<file path="config.mk">
export PLATFORM = sky130hd
export DESIGN_NAME = anagram_group_classifier
export DESIGN_NICKNAME = d
export VERILOG_FILES = /design/src/design/agc_pkg.sv /design/src/design/agc_ctrl.sv /design/src/design/agc_datapath.sv /design/src/design/anagram_group_classifier.sv
export SDC_FILE = /design/constraint.sdc
export NUM_CORES = 2
export LEC_CHECK = 0
export BUFFER_PORTS_ARGS = -buffer_cell sky130_fd_sc_hd__buf_2
export CAP_MARGIN = 15
export CELL_PAD_IN_SITES_DETAIL_PLACEMENT = 1
export CELL_PAD_IN_SITES_GLOBAL_PLACEMENT = 2
export CORE_UTILIZATION = 53
export CTS_BUF_LIST = sky130_fd_sc_hd__clkbuf_2
export DETAILED_ROUTE_END_ITERATION = 16
export PLACE_DENSITY_LB_ADDON = 0.05
export SKIP_LAST_GASP = 1
export SLEW_MARGIN = 0
export SYNTH_ARGS = -nofsm -noshare
export SYNTH_HDL_FRONTEND = slang
export SYNTH_HIERARCHICAL = 1
export SYNTH_SLANG_ARGS = --single-unit
</file>
<file path="constraint.sdc">
create_clock -name aclk -period 18.4 [get_ports aclk]
set_input_delay 3.68 -clock aclk [delete_from_list [all_inputs] [get_ports aclk]]
set_output_delay 3.68 -clock aclk [all_outputs]
set_load 0.01 [all_outputs]
</file>
<file path="src/design/agc_pkg.sv">
package agc_pkg;

    // Letters a..z; the histogram has one bin per letter.
    localparam int ALPHABET_SIZE = 26;

    // Defaults for the top-level parameters.
    localparam int MAX_GROUPS_DEF  = 16;
    localparam int MAX_LEN_DEF     = 63;
    localparam int MAX_STRINGS_DEF = 256;

    // Result status codes.
    localparam logic [1:0] STATUS_OK       = 2'd0;
    localparam logic [1:0] STATUS_FULL     = 2'd1;
    localparam logic [1:0] STATUS_TOO_LONG = 2'd2;

    typedef struct packed {
        logic [4:0] letter;
        logic       carries_letter;
        logic       last_of_string;
        logic       first_of_batch;
    } agc_in_t;

    typedef struct packed {
        logic [3:0] group_index;
        logic       is_new_group;
        logic [8:0] member_count;
        logic [4:0] groups_used;
        logic [1:0] status;
    } agc_out_t;

    // Controller to datapath.
    typedef struct packed {
        logic take;       // capture the input item into the histogram
        logic scan_init;  // restart the group search
        logic scan_step;  // advance the group search by one step
        logic load_out;   // move the finished result into the output register
    } agc_cmd_t;

    // Datapath to controller.
    typedef struct packed {
        logic in_last;    // offered item ends a string
        logic scan_done;  // result captured this cycle
        logic out_free;   // output register can take a result
    } agc_sts_t;

endpackage

</file>
<file path="src/design/agc_ctrl.sv">
module agc_ctrl (
    input  logic              aclk,
    input  logic              aresetn,
    input  logic              s_valid,
    output logic              s_ready,
    input  agc_pkg::agc_sts_t sts,
    output agc_pkg::agc_cmd_t cmd
);

    typedef enum logic [2:0] {
        ST_IDLE = 3'b001,
        ST_SCAN = 3'b010,
        ST_HOLD = 3'b100
    } state_t;

    state_t state_reg;
    state_t state_next;

    always_comb begin
        state_next = state_reg;
        cmd        = '0;
        s_ready    = 1'b0;
        unique case (state_reg)
            ST_IDLE: begin
                s_ready = 1'b1;
                if (s_valid) begin
                    cmd.take = 1'b1;
                    if (sts.in_last) begin
                        cmd.scan_init = 1'b1;
                        state_next    = ST_SCAN;
                    end
                end
            end
            ST_SCAN: begin
                cmd.scan_step = 1'b1;
                if (sts.scan_done) begin
                    state_next = ST_HOLD;
                end
            end
            ST_HOLD: begin
                if (sts.out_free) begin
                    cmd.load_out = 1'b1;
                    state_next   = ST_IDLE;
                end
            end
            default: begin
                state_next = ST_IDLE;
            end
        endcase
    end

    always_ff @(posedge aclk) begin
        if (!aresetn) begin
            state_reg <= ST_IDLE;
        end else begin
            state_reg <= state_next;
        end
    end

endmodule

</file>
<file path="src/design/agc_datapath.sv">
module agc_datapath #(
    parameter int MAX_GROUPS  = agc_pkg::MAX_GROUPS_DEF,
    parameter int MAX_LEN     = agc_pkg::MAX_LEN_DEF,
    parameter int MAX_STRINGS = agc_pkg::MAX_STRINGS_DEF
) (
    input  logic              aclk,
    input  logic              aresetn,
    input  agc_pkg::agc_in_t  s_data,
    input  agc_pkg::agc_cmd_t cmd,
    output agc_pkg::agc_sts_t sts,
    output logic              m_valid,
    input  logic              m_ready,
    output agc_pkg::agc_out_t m_data
);

    localparam int ALPHA     = agc_pkg::ALPHABET_SIZE;
    localparam int CNT_W     = $clog2(MAX_LEN + 1);
    localparam int GRP_CNT_W = $clog2(MAX_GROUPS + 1);
    localparam int GRP_IDX_W = (MAX_GROUPS > 1) ? $clog2(MAX_GROUPS) : 1;
    localparam int MEMB_W    = $clog2(MAX_STRINGS + 1);
    localparam int SIG_W     = ALPHA * CNT_W;
    localparam int ROW_W     = MEMB_W + SIG_W;

    // Current string
    logic [CNT_W-1:0]     hist_reg [ALPHA];
    logic [CNT_W-1:0]     hist_next [ALPHA];
    logic [CNT_W-1:0]     len_reg;
    logic [CNT_W-1:0]     len_next;
    logic                 ovf_reg;
    logic                 ovf_next;
    logic [SIG_W-1:0]     hist_flat;

    // Group table: one row per group, member count above the signature
    logic [ROW_W-1:0]     table_mem [MAX_GROUPS];
    logic [ROW_W-1:0]     rd_row_reg;
    logic                 rd_en;
    logic                 wr_en;
    logic [GRP_IDX_W-1:0] wr_addr;
    logic [ROW_W-1:0]     wr_row;
    logic [MEMB_W-1:0]    rd_memb;
    logic [SIG_W-1:0]     rd_sig;
    logic [MEMB_W-1:0]    memb_inc;

    logic [GRP_CNT_W-1:0] open_reg;
    logic [GRP_CNT_W-1:0] open_next;
    logic [GRP_CNT_W-1:0] open_inc;

    // Search pipeline: address issued, then compare in the cycle after
    logic [GRP_CNT_W-1:0] rd_idx_reg;
    logic [GRP_CNT_W-1:0] rd_idx_next;
    logic                 cmp_valid_reg;
    logic                 cmp_valid_next;
    logic [GRP_IDX_W-1:0] cmp_idx_reg;
    logic [GRP_IDX_W-1:0] cmp_idx_next;
    logic                 match;
    logic                 scan_done;

    agc_pkg::agc_out_t    res_reg;
    agc_pkg::agc_out_t    res_next;
    agc_pkg::agc_out_t    out_reg;
    logic                 m_valid_reg;

    // Item capture
    logic                 letter_ok;
    logic                 at_limit;
    logic [CNT_W-1:0]     len_base;

    assign rd_memb  = rd_row_reg[ROW_W-1:SIG_W];
    assign rd_sig   = rd_row_reg[SIG_W-1:0];
    assign match    = (rd_sig == hist_flat);
    assign memb_inc = (rd_memb < MEMB_W'(MAX_STRINGS)) ? rd_memb + MEMB_W'(1) : rd_memb;
    assign open_inc = open_reg + GRP_CNT_W'(1);

    assign letter_ok = s_data.carries_letter && (s_data.letter < 5'(ALPHA));
    assign len_base  = s_data.first_of_batch ? '0 : len_reg;
    assign at_limit  = (len_base >= CNT_W'(MAX_LEN));

    always_comb begin
        for (int i = 0; i < ALPHA; i++) begin
            hist_flat[i*CNT_W +: CNT_W] = hist_reg[i];
        end
    end

    always_comb begin
        hist_next      = hist_reg;
        len_next       = len_reg;
        ovf_next       = ovf_reg;
        open_next      = open_reg;
        rd_idx_next    = rd_idx_reg;
        cmp_valid_next = cmp_valid_reg;
        cmp_idx_next   = cmp_idx_reg;
        res_next       = res_reg;
        rd_en          = 1'b0;
        wr_en          = 1'b0;
        wr_addr        = '0;
        wr_row         = '0;
        scan_done      = 1'b0;

        if (cmd.take) begin
            // Batch start drops the open groups and any partial string
            if (s_data.first_of_batch) begin
                open_next = '0;
            end
            for (int i = 0; i < ALPHA; i++) begin
                hist_next[i] = (s_data.first_of_batch ? '0 : hist_reg[i])
                    + CNT_W'(letter_ok && !at_limit && (s_data.letter == 5'(i)));
            end
            len_next = len_base + CNT_W'(letter_ok && !at_limit);
            ovf_next = (ovf_reg && !s_data.first_of_batch) || (letter_ok && at_limit);
        end

        if (cmd.scan_init) begin
            rd_idx_next    = '0;
            cmp_valid_next = 1'b0;
        end

        if (cmd.scan_step) begin
            if (ovf_reg) begin
                scan_done = 1'b1;
                res_next  = '{group_index: '0, is_new_group: 1'b0, member_count: '0,
                              groups_used: 5'(open_reg),
                              status: agc_pkg::STATUS_TOO_LONG};
            end else if (cmp_valid_reg && match) begin
                scan_done = 1'b1;
                wr_en     = 1'b1;
                wr_addr   = cmp_idx_reg;
                wr_row    = {memb_inc, rd_sig};
                res_next  = '{group_index: 4'(cmp_idx_reg), is_new_group: 1'b0,
                              member_count: 9'(memb_inc),
                              groups_used: 5'(open_reg),
                              status: agc_pkg::STATUS_OK};
            end else if (!cmp_valid_reg && (rd_idx_reg >= open_reg)) begin
                scan_done = 1'b1;
                if (open_reg < GRP_CNT_W'(MAX_GROUPS)) begin
                    wr_en     = 1'b1;
                    wr_addr   = open_reg[GRP_IDX_W-1:0];
                    wr_row    = {MEMB_W'(1), hist_flat};
                    open_next = open_inc;
                    res_next  = '{group_index: 4'(open_reg), is_new_group: 1'b1,
                                  member_count: 9'd1,
                                  groups_used: 5'(open_inc),
                                  status: agc_pkg::STATUS_OK};
                end else begin
                    res_next  = '{group_index: '0, is_new_group: 1'b0, member_count: '0,
                                  groups_used: 5'(open_reg),
                                  status: agc_pkg::STATUS_FULL};
                end
            end else if (rd_idx_reg < open_reg) begin
                rd_en          = 1'b1;
                rd_idx_next    = rd_idx_reg + GRP_CNT_W'(1);
                cmp_valid_next = 1'b1;
                cmp_idx_next   = rd_idx_reg[GRP_IDX_W-1:0];
            end else begin
                cmp_valid_next = 1'b0;
            end

            // Drop the finished string once its result is captured
            if (scan_done) begin
                for (int i = 0; i < ALPHA; i++) begin
                    hist_next[i] = '0;
                end
                len_next = '0;
                ovf_next = 1'b0;
            end
        end
    end

    always_ff @(posedge aclk) begin
        if (wr_en) begin
            table_mem[wr_addr] <= wr_row;
        end
    end

    always_ff @(posedge aclk) begin
        if (rd_en) begin
            rd_row_reg <= table_mem[rd_idx_reg[GRP_IDX_W-1:0]];
        end
    end

    always_ff @(posedge aclk) begin
        if (!aresetn) begin
            for (int i = 0; i < ALPHA; i++) begin
                hist_reg[i] <= '0;
            end
            len_reg       <= '0;
            ovf_reg       <= 1'b0;
            open_reg      <= '0;
            rd_idx_reg    <= '0;
            cmp_valid_reg <= 1'b0;
            m_valid_reg   <= 1'b0;
        end else begin
            hist_reg      <= hist_next;
            len_reg       <= len_next;
            ovf_reg       <= ovf_next;
            open_reg      <= open_next;
            rd_idx_reg    <= rd_idx_next;
            cmp_valid_reg <= cmp_valid_next;
            if (cmd.load_out) begin
                m_valid_reg <= 1'b1;
            end else if (m_ready) begin
                m_valid_reg <= 1'b0;
            end
        end
    end

    always_ff @(posedge aclk) begin
        cmp_idx_reg <= cmp_idx_next;
        res_reg     <= res_next;
        if (cmd.load_out) begin
            out_reg <= res_reg;
        end
    end

    assign sts.scan_done = scan_done;
    assign sts.in_last   = s_data.last_of_string;
    assign sts.out_free  = !m_valid_reg || m_ready;
    assign m_valid       = m_valid_reg;
    assign m_data        = out_reg;

endmodule

</file>
<file path="src/design/anagram_group_classifier.sv">
// Anagram group classifier. Strings arrive one letter per item on the s_ channel
// (letter a=0..z=25 with carries_letter set; an item with carries_letter clear
// adds nothing, which is how an empty string is sent). The block keeps a letter
// histogram of the string in flight; at the item marked last_of_string it looks
// the histogram up in a table of up to MAX_GROUPS group signatures and emits one
// result item on the m_ channel: the group index, whether a new group was opened,
// the group's member count (saturating at MAX_STRINGS), the number of open groups
// and a status (ok, table full, or string longer than MAX_LEN; the last two are
// not inserted). first_of_batch empties the table and drops any partial string.
// Flow: an item that does not end a string is taken at once. An item that ends
// a string starts the search: the signature table is a single-port memory read
// one row per cycle with a registered read, so a hit on group g stops after row
// g is compared, a miss reads all open groups (none when no group is open), and
// an over-long string skips the search. The next item is taken once the result
// sits in the output register, which holds it until m_ready.
module anagram_group_classifier #(
    parameter int MAX_GROUPS  = agc_pkg::MAX_GROUPS_DEF,
    parameter int MAX_LEN     = agc_pkg::MAX_LEN_DEF,
    parameter int MAX_STRINGS = agc_pkg::MAX_STRINGS_DEF
) (
    input  logic              aclk,
    input  logic              aresetn,
    input  logic              s_valid,
    output logic              s_ready,
    input  agc_pkg::agc_in_t  s_data,
    output logic              m_valid,
    input  logic              m_ready,
    output agc_pkg::agc_out_t m_data
);

    // Command and status between the sequencer and the datapath
    agc_pkg::agc_cmd_t cmd;
    agc_pkg::agc_sts_t sts;

    // Sequencer: take items, run the group search, hand off the result
    agc_ctrl u_ctrl (
        .aclk    (aclk),
        .aresetn (aresetn),
        .s_valid (s_valid),
        .s_ready (s_ready),
        .sts     (sts),
        .cmd     (cmd)
    );

    // Histogram, group table, search pipeline and output register
    agc_datapath #(
        .MAX_GROUPS  (MAX_GROUPS),
        .MAX_LEN     (MAX_LEN),
        .MAX_STRINGS (MAX_STRINGS)
    ) u_datapath (
        .aclk    (aclk),
        .aresetn (aresetn),
        .s_data  (s_data),
        .cmd     (cmd),
        .sts     (sts),
        .m_valid (m_valid),
        .m_ready (m_ready),
        .m_data  (m_data)
    );

endmodule

</file>
==> impl_metrics.ini <==
[outcome]
status = finished clean

[sta]
max_freq_mhz = 121
maxSlewHeadroom_pct = 11.7
fin_tns_setup_ns = 0
rsz0062_at_grt = no
clock_skew_ns = 0.162
final_hold_viol_count = 0
finalMaxSlewViolations = 0
period_minus_slack_ns = 8.24
min_period_over_period_pct = 44.8
finalSetupViolCount = 0
worst_slew_pin_slew_ns = 1.32

[logic_synthesis]
synth_area_leader_cell = edfxtp_1
synth_top_area_share_pct = 72.3
synthFlopType = edfxtp_1
synth-edff-count = 2851
ys_warn_count = 6
synth-seq-area-share_pct = 75.4
post-synth-top-count-cell = edfxtp_1
synth-seq-cells = 3029
ys_top_cells_by_area = edfxtp_1 (72%), mux4_2 (16%), dfxtp_1 (3.0%)
syn_inst = 5705
synth_commonest_cells = edfxtp_1 (2851), mux4_2 (825), nor2_1 (405)
async_flop_share_pct = 0
ys_types = 59
syn-cell-area_um2 = 118000
syn_area_per_cell_um2 = 20.7
syn-num-nets = 5780

[setup_path]
critPathMostFrequentCell = buf_4
critPathTopFamily = simple AND/OR/NAND/NOR gates
worst-endpoint-required_ns = 19.95
crit_slowest_cell = nor4_1
cp.buffers_inverters = 4
worstSetupPathType = reg2reg
worstSetupEndpointType = flop
cp.arrival_ns = 9.79
slowest_delay_ns = 0.98
path_cells = xnor2_1 -> nand4_1 -> nor4_1 -> nand4_1 -> nor4_4 -> buf_4 -> a22oi_1 -> or4_4 -> nor3_4 -> buf_4 -> buf_4 -> buf_4
start_kind = flop
worst-path-max-fanout = 45

[floorplan]
initial_utilization_pct = 53.3
rows = 173
fp.dieH_um = 475
die_x_um = 475
ios = 35
core-area_um2 = 222000
dieArea_um2 = 225000

[clocking]
cts_setup_buffers = 0
clk_pin_slew_ns = 0.10
cts_root_buf = clkbuf_2
cts_buffer_depth = 4
numCtsBuffers = 759
cts_max_level = 6
insertion_delay_ns = 2.03
cts_hold_buf = 0
cts_resized = 0
cts_tree = done
cts.sinks = 3029

[layout]
utilization_pct = 58.2
fin_cells = 9879
largest_reg_flops = 2640
nFillCells = 19543
area_growth_pct = 9.15
stdcell_area_um2 = 129000
layout-drive-gt1-share_pct = 31.8
fin_nets = 6400

[placed_design]
placed_area_um2 = 122000
dpl.hpwl_mm = 173
placed_cells = 8529
portBuffers = 34
gp_congestion = 0.806

[routing]
drt-total-wl_mm = 318
ant_nets = 0
drt-pass1-iter-count = 5
drt-initial-drc-count = 6326
wl_per_cell_um = 32.2
vias = 61106
detail_route.vias_per_cell = 6.19
drc = 0

[global_routing]
antenna_found_initial = 16
grt_pass1_wl_mm = 456
grt_remaining_overflow = 0
grt_max_degree = 112
grt_pass1_vias = 63507
gr-usage-all-layers_pct = 28.6

[power]
power_density_nw_per_um2 = 92.3
ir_drop_mv = 0.0690
total_power_mw = 11.9
p_leak_nw = 40.1

[run]
cap_violations = 0

[worst_hold_path]
hp-class = reg2reg
[report_power, final]
part / leakage (nW) / internal (mW) / switching (mW)
Combinational: 7.64 / 0.0136 / 0.0509
Clock: 5.16 / 1.74 / 2.70
Sequential: 27.3 / 7.41 / 0.00151
Total: 40.1 / 9.17 / 2.76
[layout by cell type (no fill, tap or decap), types with 15 or more instances in the layout]
cell type	synthesis	layout
xor2_1	40	40
dfxtp_1	178	174
clkinv_1	0	172
nand2_1	126	125
nor2_4	0	15
a21oi_1	70	70
edfxtp_1	2851	2851
nand4_1	63	63
ha_1	63	63
buf_2	27	33
clkbuf_2	0	1102
buf_4	3	114
mux2i_1	56	56
xnor2_1	152	152
nor3_1	64	61
inv_1	26	25
nand2b_1	26	26
o21ai_0	38	38
clkinv_2	0	23
nor2_1	405	389
nor2b_1	92	90
nand3_1	74	74
a22oi_1	162	162
mux4_2	825	825
[logic make-up (layout without fill, tap and decap cells)]
kind of cell    count (synthesis)  in the layout  synth area share (%)
xor+xnor                      192            192                  1.42
flops                        3029           3029                  75.4
fa+ha+maj                      63             63                 0.666
mux                           883            883                  16.2
other cells                     0             10                     0
simple gates                  899            899                  3.54
buf+inv                       335           1524                  1.10
compound gates                304            304                  1.72
[metrics by stage]
stage          setup WS [ns]  hold slack, ns
2_1_floorplan           3.98           0.400
3_3_place_gp           10.00           0.405
3_5_place_dp            9.94           0.406
4_1_cts                 9.99           0.424
5_1_grt                10.01           0.422
6_report               10.16           0.422
[final timing paths]
kind | start | to | slack, ns | cells after the start
max reg2reg | u_datapath/rd_row_reg[17]$_DFFE_PP_ | u_datapath/table_mem[13][126]$_DFFE_PP_ | 10.16 | 12
max | u_datapath/rd_row_reg[17]$_DFFE_PP_ | u_datapath/table_mem[13][126]$_DFFE_PP_ | 10.16 | 12
min | u_datapath/res_reg[3]$_DFFE_PP_ | u_datapath/m_data[3]$_DFFE_PP_ | 0.42 | 0
min reg2reg | u_datapath/res_reg[3]$_DFFE_PP_ | u_datapath/m_data[3]$_DFFE_PP_ | 0.42 | 0
[routing by layer]
layer / track usage [%] / share of wire (%)
met1: 41.6 / 43
met2: 45.4 / 49
met3: 4.66 / 6.5
met4: 7.70 / 1.8
met5: 0 / 0.0041
[final cells by class]
type,count,area [µm²],share of cell area [%]
Clock inverter,228,1200,0.927
Timing Repair Buffer,167,1360,1.05
Clock buffer,1102,5520,4.27
Tap cell,2975,3720,2.88
Antenna cell,10,25.0,0.0194
Inverter,27,109,0.0843
Multi-Input combinational cell,2341,28100,21.7
Sequential cell,3029,89200,69.0
[worst register-to-register path, cell delays in order (launching register included)]
cell and delay [ns]:
edfxtp_1 0.41, xnor2_1 0.35, nand4_1 0.33, nor4_1 0.98
nand4_1 0.57, nor4_4 0.60, buf_4 0.37, a22oi_1 0.18
or4_4 0.65, nor3_4 0.87, buf_4 0.76, buf_4 0.98
buf_4 0.82
Note: power is estimated with default switching activity, not from simulation.
